$ cat src/iuthp_pkg.sv
// shared types and constants of the ipv4/udp/tcp header parser
`timescale 1ns / 1ps
`default_nettype none
package iuthp_pkg;

	// byte position width inside a frame
	localparam int POS_W = 11;
	localparam int CNT_W = 32;

	// frame byte positions
	localparam logic [POS_W-1:0] ETYPE_HI_POS  = 11'd12;
	localparam logic [POS_W-1:0] ETYPE_LO_POS  = 11'd13;
	localparam logic [POS_W-1:0] ETH_HDR_BYTES = 11'd14;
	localparam logic [POS_W-1:0] IP_PROTO_POS  = 11'd23;
	localparam logic [POS_W-1:0] SRC_ADDR_POS  = 11'd26;
	localparam logic [POS_W-1:0] DST_ADDR_POS  = 11'd30;
	localparam logic [POS_W-1:0] ADDR_BYTES    = 11'd4;

	// positions relative to the start of the layer 4 header
	localparam logic [POS_W-1:0] PORT_BYTES    = 11'd2;
	localparam logic [POS_W-1:0] TCP_OFF_POS   = 11'd12;
	localparam logic [POS_W-1:0] UDP_HDR_BYTES = 11'd8;

	// header values
	localparam logic [15:0] ETHERTYPE_IPV4 = 16'h0800;
	localparam logic [7:0]  PROTO_UDP      = 8'd17;
	localparam logic [7:0]  PROTO_TCP      = 8'd6;

	// frame class codes
	localparam logic [1:0] CLASS_NONE  = 2'd0;
	localparam logic [1:0] CLASS_IPV4  = 2'd1;
	localparam logic [1:0] CLASS_UDP   = 2'd2;
	localparam logic [1:0] CLASS_TCP   = 2'd3;

	// summary queue between front and back
	localparam int QUEUE_DEPTH = 4;
	localparam int QUEUE_AW    = 2;

	// what the front hands over for one finished frame
	typedef struct packed {
		logic             ipv4;
		logic [7:0]       protocol;
		logic [3:0]       header_words;
		logic [3:0]       tcp_words;
		logic [31:0]      src_addr;
		logic [31:0]      dst_addr;
		logic [15:0]      src_port;
		logic [15:0]      dst_port;
		logic [POS_W-1:0] length;
	} frame_rec_t;

endpackage
`default_nettype wire

$ cat src/iuthp_front.sv
// front part: walks frame bytes, captures header fields, emits a frame summary
`timescale 1ns / 1ps
`default_nettype none
module iuthp_front #(
	parameter int MAX_FRAME_BYTES = 2048
) (
	input  wire logic                  clk,
	input  wire logic                  arst_n,
	input  wire logic                  accept,
	input  wire logic [7:0]            frame_byte,
	input  wire logic                  last_byte,
	output logic                       rec_push,
	output iuthp_pkg::frame_rec_t      rec
);
	import iuthp_pkg::*;

	localparam int CapInt = (MAX_FRAME_BYTES < 2047) ? MAX_FRAME_BYTES : 2047;
	localparam logic [POS_W-1:0] POS_CAP = POS_W'(CapInt);

	logic [POS_W-1:0] pos_q;
	logic [15:0]      etype_q, etype_n;
	logic [3:0]       hw_q, hw_n;
	logic [7:0]       proto_q, proto_n;
	logic [31:0]      sa_q, sa_n, da_q, da_n;
	logic [15:0]      sp_q, sp_n, dp_q, dp_n;
	logic [3:0]       tcpw_q, tcpw_n;
	logic             in_range;
	logic [POS_W-1:0] l4;
	logic [POS_W-1:0] len_n;

	// header length is taken from the byte itself when it arrives
	assign in_range = (pos_q < POS_CAP);
	assign hw_n     = (in_range && pos_q == ETH_HDR_BYTES) ? frame_byte[3:0] : hw_q;
	assign l4       = ETH_HDR_BYTES + POS_W'({hw_n, 2'b00});
	assign len_n    = in_range ? pos_q + POS_W'(1) : POS_CAP;

	// field capture for the current byte
	always_comb begin
		etype_n = etype_q;
		proto_n = proto_q;
		sa_n    = sa_q;
		da_n    = da_q;
		sp_n    = sp_q;
		dp_n    = dp_q;
		tcpw_n  = tcpw_q;
		if (in_range) begin
			if (pos_q == ETYPE_HI_POS) etype_n = {frame_byte, etype_q[7:0]};
			if (pos_q == ETYPE_LO_POS) etype_n = {etype_q[15:8], frame_byte};
			if (pos_q == IP_PROTO_POS) proto_n = frame_byte;
			if (pos_q >= SRC_ADDR_POS && pos_q < SRC_ADDR_POS + ADDR_BYTES)
				sa_n = {sa_q[23:0], frame_byte};
			if (pos_q >= DST_ADDR_POS && pos_q < DST_ADDR_POS + ADDR_BYTES)
				da_n = {da_q[23:0], frame_byte};
			if (pos_q >= l4 && pos_q < l4 + PORT_BYTES)
				sp_n = {sp_q[7:0], frame_byte};
			if (pos_q >= l4 + PORT_BYTES && pos_q < l4 + PORT_BYTES + PORT_BYTES)
				dp_n = {dp_q[7:0], frame_byte};
			if (pos_q == l4 + TCP_OFF_POS) tcpw_n = frame_byte[7:4];
		end
	end

	// summary of the frame as it stands after this byte
	always_comb begin
		rec.ipv4         = (len_n >= ETH_HDR_BYTES) && (etype_n == ETHERTYPE_IPV4);
		rec.protocol     = proto_n;
		rec.header_words = hw_n;
		rec.tcp_words    = tcpw_n;
		rec.src_addr     = sa_n;
		rec.dst_addr     = da_n;
		rec.src_port     = sp_n;
		rec.dst_port     = dp_n;
		rec.length       = len_n;
	end

	assign rec_push = accept & last_byte;

	// capture registers, cleared after every final byte
	always_ff @(posedge clk or negedge arst_n) begin
		if (!arst_n) begin
			pos_q   <= '0;
			etype_q <= '0;
			hw_q    <= '0;
			proto_q <= '0;
			sa_q    <= '0;
			da_q    <= '0;
			sp_q    <= '0;
			dp_q    <= '0;
			tcpw_q  <= '0;
		end else if (accept) begin
			if (last_byte) begin
				pos_q   <= '0;
				etype_q <= '0;
				hw_q    <= '0;
				proto_q <= '0;
				sa_q    <= '0;
				da_q    <= '0;
				sp_q    <= '0;
				dp_q    <= '0;
				tcpw_q  <= '0;
			end else begin
				pos_q   <= len_n;
				etype_q <= etype_n;
				hw_q    <= hw_n;
				proto_q <= proto_n;
				sa_q    <= sa_n;
				da_q    <= da_n;
				sp_q    <= sp_n;
				dp_q    <= dp_n;
				tcpw_q  <= tcpw_n;
			end
		end
	end

endmodule
`default_nettype wire

$ cat src/iuthp_queue.sv
// short queue of frame summaries between front and back
`timescale 1ns / 1ps
`default_nettype none
module iuthp_queue (
	input  wire logic                  clk,
	input  wire logic                  arst_n,
	input  wire logic                  wr_en,
	input  wire iuthp_pkg::frame_rec_t wr_rec,
	output logic                       full,
	output logic                       rd_valid,
	input  wire logic                  rd_en,
	output iuthp_pkg::frame_rec_t      rd_rec
);
	import iuthp_pkg::*;

	frame_rec_t          entry_q [QUEUE_DEPTH];
	logic [QUEUE_AW-1:0] wr_ptr_q;
	logic [QUEUE_AW-1:0] rd_ptr_q;
	logic [QUEUE_AW:0]   count_q;
	logic                do_wr, do_rd;

	assign full     = (count_q == (QUEUE_AW+1)'(QUEUE_DEPTH));
	assign rd_valid = (count_q != '0);
	assign rd_rec   = entry_q[rd_ptr_q];
	assign do_wr    = wr_en & ~full;
	assign do_rd    = rd_en & rd_valid;

	// entry storage
	always_ff @(posedge clk) begin
		if (do_wr) entry_q[wr_ptr_q] <= wr_rec;
	end

	// pointers and fill count
	always_ff @(posedge clk or negedge arst_n) begin
		if (!arst_n) begin
			wr_ptr_q <= '0;
			rd_ptr_q <= '0;
			count_q  <= '0;
		end else begin
			if (do_wr) wr_ptr_q <= wr_ptr_q + QUEUE_AW'(1);
			if (do_rd) rd_ptr_q <= rd_ptr_q + QUEUE_AW'(1);
			if (do_wr && !do_rd) count_q <= count_q + (QUEUE_AW+1)'(1);
			else if (do_rd && !do_wr) count_q <= count_q - (QUEUE_AW+1)'(1);
		end
	end

endmodule
`default_nettype wire

$ cat src/iuthp_back.sv
// back part: classifies a frame summary, keeps the counts, holds the result
`timescale 1ns / 1ps
`default_nettype none
module iuthp_back (
	input  wire logic                        clk,
	input  wire logic                        arst_n,
	input  wire logic                        rec_valid,
	input  wire iuthp_pkg::frame_rec_t       rec,
	output logic                             rec_take,
	output logic                             empty,
	input  wire logic                        pop,
	output logic [1:0]                       frame_class,
	output logic [31:0]                      source_address,
	output logic [31:0]                      dest_address,
	output logic [15:0]                      source_port,
	output logic [15:0]                      dest_port,
	output logic [iuthp_pkg::POS_W-1:0]      payload_offset,
	output logic [iuthp_pkg::POS_W-1:0]      payload_length,
	output logic [iuthp_pkg::CNT_W-1:0]      frames_seen,
	output logic [iuthp_pkg::CNT_W-1:0]      ipv4_seen,
	output logic [iuthp_pkg::CNT_W-1:0]      udp_seen,
	output logic [iuthp_pkg::CNT_W-1:0]      tcp_seen
);
	import iuthp_pkg::*;

	logic             out_valid_q;
	logic [1:0]       cls_q, cls_n;
	logic [31:0]      sa_q, sa_n, da_q, da_n;
	logic [15:0]      sp_q, sp_n, dp_q, dp_n;
	logic [POS_W-1:0] off_q, off_n, plen_q, plen_n;
	logic [CNT_W-1:0] frames_q, ipv4_q, udp_q, tcp_q;
	logic [POS_W-1:0] l4;

	// take a new request when the result register is free or being drained
	assign rec_take = rec_valid & (~out_valid_q | pop);
	assign l4       = ETH_HDR_BYTES + POS_W'({rec.header_words, 2'b00});

	// classification and payload placement
	always_comb begin
		cls_n  = CLASS_NONE;
		sa_n   = '0;
		da_n   = '0;
		sp_n   = '0;
		dp_n   = '0;
		off_n  = '0;
		plen_n = '0;
		if (rec.ipv4) begin
			cls_n = CLASS_IPV4;
			sa_n  = rec.src_addr;
			da_n  = rec.dst_addr;
			sp_n  = rec.src_port;
			dp_n  = rec.dst_port;
			if (rec.protocol == PROTO_UDP) begin
				cls_n = CLASS_UDP;
				off_n = l4 + UDP_HDR_BYTES;
			end else if (rec.protocol == PROTO_TCP) begin
				cls_n = CLASS_TCP;
				off_n = l4 + POS_W'({rec.tcp_words, 2'b00});
			end
			if (cls_n == CLASS_UDP || cls_n == CLASS_TCP)
				plen_n = (rec.length > off_n) ? rec.length - off_n : '0;
		end
	end

	// result register
	always_ff @(posedge clk) begin
		if (rec_take) begin
			cls_q  <= cls_n;
			sa_q   <= sa_n;
			da_q   <= da_n;
			sp_q   <= sp_n;
			dp_q   <= dp_n;
			off_q  <= off_n;
			plen_q <= plen_n;
		end
	end

	// valid flag and running counts
	always_ff @(posedge clk or negedge arst_n) begin
		if (!arst_n) begin
			out_valid_q <= 1'b0;
			frames_q    <= '0;
			ipv4_q      <= '0;
			udp_q       <= '0;
			tcp_q       <= '0;
		end else begin
			if (rec_take) out_valid_q <= 1'b1;
			else if (pop) out_valid_q <= 1'b0;
			if (rec_take) begin
				frames_q <= frames_q + CNT_W'(1);
				if (rec.ipv4) ipv4_q <= ipv4_q + CNT_W'(1);
				if (cls_n == CLASS_UDP) udp_q <= udp_q + CNT_W'(1);
				if (cls_n == CLASS_TCP) tcp_q <= tcp_q + CNT_W'(1);
			end
		end
	end

	// counts only move when a new result loads, so they match the shown result
	assign empty          = ~out_valid_q;
	assign frame_class    = cls_q;
	assign source_address = sa_q;
	assign dest_address   = da_q;
	assign source_port    = sp_q;
	assign dest_port      = dp_q;
	assign payload_offset = off_q;
	assign payload_length = plen_q;
	assign frames_seen    = frames_q;
	assign ipv4_seen      = ipv4_q;
	assign udp_seen       = udp_q;
	assign tcp_seen       = tcp_q;

endmodule
`default_nettype wire

$ cat src/ipv4_udp_tcp_header_parser.sv
// Ethernet/IPv4/UDP/TCP header parser top level.
// Takes one frame byte per clock cycle while full is low, with no gaps needed
// between frames; the front walks the bytes and captures header fields, and on
// the final byte of a frame writes a summary into a four-entry queue. The back
// takes one summary per cycle while its result register is free or being popped,
// classifies it, updates the running counts and loads the result register; a
// result shows (empty low) once the back has loaded its summary from the queue.
// full rises only when four frame summaries wait because results are not popped.
// Frames longer than the smaller of MAX_FRAME_BYTES and 2047 bytes are counted
// only up to that length.
`timescale 1ns / 1ps
`default_nettype none
module ipv4_udp_tcp_header_parser #(
	parameter int MAX_FRAME_BYTES = 2048
) (
	input  wire logic                        clk,
	input  wire logic                        arst_n,
	input  wire logic                        push,
	output logic                             full,
	input  wire logic [7:0]                  frame_byte,
	input  wire logic                        last_byte,
	output logic                             empty,
	input  wire logic                        pop,
	output logic [1:0]                       frame_class,
	output logic [31:0]                      source_address,
	output logic [31:0]                      dest_address,
	output logic [15:0]                      source_port,
	output logic [15:0]                      dest_port,
	output logic [iuthp_pkg::POS_W-1:0]      payload_offset,
	output logic [iuthp_pkg::POS_W-1:0]      payload_length,
	output logic [iuthp_pkg::CNT_W-1:0]      frames_seen,
	output logic [iuthp_pkg::CNT_W-1:0]      ipv4_seen,
	output logic [iuthp_pkg::CNT_W-1:0]      udp_seen,
	output logic [iuthp_pkg::CNT_W-1:0]      tcp_seen
);
	import iuthp_pkg::*;

	logic       accept;
	logic       rec_push;
	frame_rec_t front_rec;
	logic       q_valid;
	logic       q_take;
	frame_rec_t q_rec;

	// a byte request is taken while the summary queue has room
	assign accept = push & ~full;

	// byte walker
	iuthp_front #(
		.MAX_FRAME_BYTES(MAX_FRAME_BYTES)
	) u_front (
		.clk       (clk),
		.arst_n    (arst_n),
		.accept    (accept),
		.frame_byte(frame_byte),
		.last_byte (last_byte),
		.rec_push  (rec_push),
		.rec       (front_rec)
	);

	// summary queue
	iuthp_queue u_queue (
		.clk     (clk),
		.arst_n  (arst_n),
		.wr_en   (rec_push),
		.wr_rec  (front_rec),
		.full    (full),
		.rd_valid(q_valid),
		.rd_en   (q_take),
		.rd_rec  (q_rec)
	);

	// classifier and result register
	iuthp_back u_back (
		.clk           (clk),
		.arst_n        (arst_n),
		.rec_valid     (q_valid),
		.rec           (q_rec),
		.rec_take      (q_take),
		.empty         (empty),
		.pop           (pop),
		.frame_class   (frame_class),
		.source_address(source_address),
		.dest_address  (dest_address),
		.source_port   (source_port),
		.dest_port     (dest_port),
		.payload_offset(payload_offset),
		.payload_length(payload_length),
		.frames_seen   (frames_seen),
		.ipv4_seen     (ipv4_seen),
		.udp_seen      (udp_seen),
		.tcp_seen      (tcp_seen)
	);

endmodule
`default_nettype wire

$ cat config.mk
export PLATFORM = sky130hd
export DESIGN_NAME = ipv4_udp_tcp_header_parser
export DESIGN_NICKNAME = d
export VERILOG_FILES = /design/src/iuthp_pkg.sv /design/src/iuthp_front.sv /design/src/iuthp_queue.sv /design/src/iuthp_back.sv /design/src/ipv4_udp_tcp_header_parser.sv
export SDC_FILE = /design/constraint.sdc
export NUM_CORES = 1
export LEC_CHECK = 0
export BUFFER_PORTS_ARGS = -buffer_cell sky130_fd_sc_hd__buf_4
export CAP_MARGIN = 20
export CORE_ASPECT_RATIO = 1.25
export CORE_MARGIN = 3
export CORE_UTILIZATION = 35
export DETAILED_ROUTE_END_ITERATION = 8
export PLACE_DENSITY = 0.51
export SYNTH_ARGS = -nofsm -noshare
export SYNTH_HDL_FRONTEND = slang
export SYNTH_HIERARCHICAL = 1
export SYNTH_SLANG_ARGS = --single-unit
$ cat constraint.sdc
create_clock -name clk -period 10.3 [get_ports clk]
set_input_delay 0.515 -clock clk [delete_from_list [all_inputs] [get_ports clk]]
set_output_delay 0.515 -clock clk [all_outputs]
set_load 0.02 [all_outputs]
==> results.cfg <==
[timing]
period_share = 0.565
relSlewSlack = 0.267
setup_viol_count_final = 0
final.setup.tns_ns = 0
worstMarginPinSlew_ns = 1.10
max_freq_mhz = 172
clock_skew_ns = 0.0298
fin_crit_ns = 5.82
final_max_slew_viol_count = 0
hold_violations = 0
rsz0062_at_grt = no

[placement]
place_inst = 3721
gp_congestion = 0.823
port_buffers = 258
post-dp-hpwl_um = 52400

[grt]
gr-usage-all-layers = 0.164
grt_pass1_wl_um = 136000
grt_pass1_vias = 21400
grt_overflow = 0
grt_max_degree = 123
antenna_found_initial = 2

[final_layout]
fin_cells = 3899
layout-drive-gt1-share = 0.249
nFillCells = 9348
nets = 2536
syn_to_final_growth_pct = 17.6

[synth]
synth.yosys.seq_area_share = 0.690
ys_async_sr_fraction = 0.310
syn_avg_cell_area_sq_um = 16.6
synth_edf_count = 612
syn_inst = 2203
ys_ff_latch = 887
yosysUniqueCellTypes = 75
synth_flop_cell = edfxtp_1
synth.cell_area_sq_um = 36600
yosysWarnings = 6

[floorplan]
die_h_um = 368
initial_core_util = 0.353
die_w_um = 295
dieArea_sq_um = 109000
core_sq_um = 104000
rows = 132
pin_count = 263

[drt]
post-route-drc-count = 0
initialDrtViolationCount = 1124
routed_wirelength_um = 88400
wl_per_cell_um = 22.7
ant_nets = 0
drtPass1Iterations = 5
vias = 20300
vias_per_cell = 5.20

[power]
p_per_area_nw_per_um2 = 254
ir_drop_mv = 0.129
leakage_nw = 16.6

[worst_setup_path]
worstSetupPathType = reg2reg
crit_required_ns = 10.85
crit_path_start_kind = register
arrival_ns = 6.38
end_kind = register
crit_path_max_fanout = 12

[clock_network]
path_clk_slew_ns = 0.06
ctsHtreeMaxLevel = 3
post-cts-setup-buffers = 0
cts_buffers = 93
clockRootBuffer = clkbuf_16
worstSkewPairLatency_ns = 0.69
clkSinkCount = 887
cts_max_path_buffers = 3
cts_tree = built

[flow_run]
max-cap-violations = 0

[outcome]
status = complete, no violations

[hold_path]
hold_path.class = in2reg
stage by stage:
stage / area [sq um] / total power, mW / util / setup slack [ns] / hold slack [ns]
2_1_floorplan: 36600 / 6.68 / - / 2.69 / 0.219
3_3_place_gp: 40000 / 7.77 / 0.386 / 4.25 / 0.465
3_5_place_dp: 40000 / 7.79 / 0.386 / 4.55 / 0.464
4_1_cts: 43000 / 11.1 / 0.415 / 4.51 / 0.207
5_1_grt: 43100 / 11.5 / 0.415 / 4.06 / 0.253
6_report: 43100 / 10.9 / 0.415 / 4.48 / 0.264
what timing repair did:
item                                   CTS  global route
hold buffers                             1             0
resized for setup                        0             0
setup endpoints to repair                0             0
endpoints found under the hold margin   76             0
kinds of logic after synthesis:
group / after synthesis / synth area share
AOI/OAI and AO/OA: 234 / 0.0506
DFF: 887 / 0.690
other: 2 / 0.000205
muxes: 247 / 0.114
adders and majority gates: 45 / 0.0159
and+or+nand+nor: 484 / 0.0745
xor gates and xnor gates: 150 / 0.0359
buffers and inverters: 154 / 0.0188
per-layer routing:
layer  part of all wire  track usage  up-vias
met1               0.44        0.217    10700
met4              0.018       0.0462        0
li1                   -            -     9063
met2               0.49        0.275      464
met3              0.050       0.0294       93
met5                  0            0        -
final timing paths:
path / slack [ns] / to / start / cells past startpoint
setup reg to reg: 4.48 / u_front/sp_q[9]$_DFFE_PN0P_ / u_front/pos_q[0]$_DFFE_PN0P_ / 21
min in group asynchronous: 0.43 / u_front/sa_q[29]$_DFFE_PN0P_ / arst_n / 2
hold reg to reg: 0.47 / u_back/ipv4_seen[31]$_DFFE_PN0P_ / u_back/ipv4_seen[31]$_DFFE_PN0P_ / 1
setup / recovery: 4.48 / u_front/sp_q[9]$_DFFE_PN0P_ / u_front/pos_q[0]$_DFFE_PN0P_ / 21
max in group asynchronous: 7.87 / u_back/ipv4_seen[16]$_DFFE_PN0P_ / arst_n / 5
hold / removal: 0.26 / u_front/etype_q[2]$_DFFE_PN0P_ / last_byte / 2
critical path: stages, from the launching register on:
cell	delay [ns]
dfrtp_1	0.45
inv_1	0.15
ha_1	0.26
and4b_1	0.25
nand3_1	0.25
mux2i_1	0.51
ha_1	0.34
nand2b_1	0.12
a2111oi_4	0.37
nor2_2	0.13
nand3_1	0.12
xnor2_1	0.12
ha_1	0.26
a21o_1	0.19
a21oi_1	0.15
nor2b_1	0.06
a2111oi_0	0.56
o21ai_1	0.17
a21oi_2	0.42
buf_16	0.21
mux2_1	0.40
a22o_1	0.19
cell usage after synthesis (43+ instances only):
| master | count | area (sq um) |
|---|---|---|
| nand3_1 | 53 | 265 |
| nor2_1 | 53 | 199 |
| mux4_2 | 124 | 2790 |
| and2_1 | 107 | 669 |
| clkbuf_1 | 70 | 263 |
| edfxtp_1 | 612 | 18400 |
| mux2_1 | 52 | 586 |
| inv_1 | 43 | 161 |
| mux2_2 | 61 | 687 |
| dfrtp_1 | 275 | 6880 |
| nand4_1 | 43 | 269 |
| a22o_1 | 110 | 963 |
| nand2_1 | 78 | 293 |
| xnor2_1 | 107 | 937 |
| xor2_1 | 43 | 377 |
sequential cells by signal (all words and copies together), names as in the netlist, 7 cells and up:
register,flops
u_back/source_port,16
u_queue/entry_q,496
u_back/source_address,32
u_back/frames_seen,32
u_front/etype_q,16
u_back/payload_offset,7
u_front/proto_q,8
u_front/pos_q,11
u_back/udp_seen,32
u_front/da_q,32
u_back/tcp_seen,32
u_front/sp_q,16
u_front/dp_q,16
u_back/dest_address,32
u_back/ipv4_seen,32
u_back/dest_port,16
u_back/payload_length,11
u_front/sa_q,32
layout make-up:
class / count / area [sq um] / area share
inverters: 45 / 174 / 0.00404
well taps: 1340 / 1680 / 0.0389
multi-input cells: 1165 / 10700 / 0.249
repair buffers: 287 / 2230 / 0.0517
flip-flops and latches: 887 / 25300 / 0.586
clock inverters: 32 / 354 / 0.00822
diodes: 1 / 2.50 / 0.0000581
clock buffers: 142 / 2650 / 0.0614
power by group:
| group | switching (mW) | internal, mW | total, mW |
|---|---|---|---|
| Sequential | 0.320 | 4.45 | 4.77 |
| Combinational | 1.67 | 1.20 | 2.87 |
| Clock | 1.42 | 1.87 | 3.28 |
| Total | 3.41 | 7.51 | 10.9 |
cells in the final DEF, fill, tap and decap left out, types with 17 or more instances in the layout:
cell	count
edfxtp_1	612
buf_4	281
dfrtp_1	273
mux4_2	123
a22o_1	110
xnor2_1	107
and2_1	103
clkbuf_16	96
nand2_1	78
mux2_2	61
nand3_1	53
mux2_1	52
nor2_1	51
inv_1	43
nand4_1	43
xor2_1	43
nor3_1	41
ha_1	41
clkbuf_1	39
a21oi_1	29
o2bb2ai_1	20
and3_1	18
a22oi_1	17
Power figures use the tool's default switching activity.
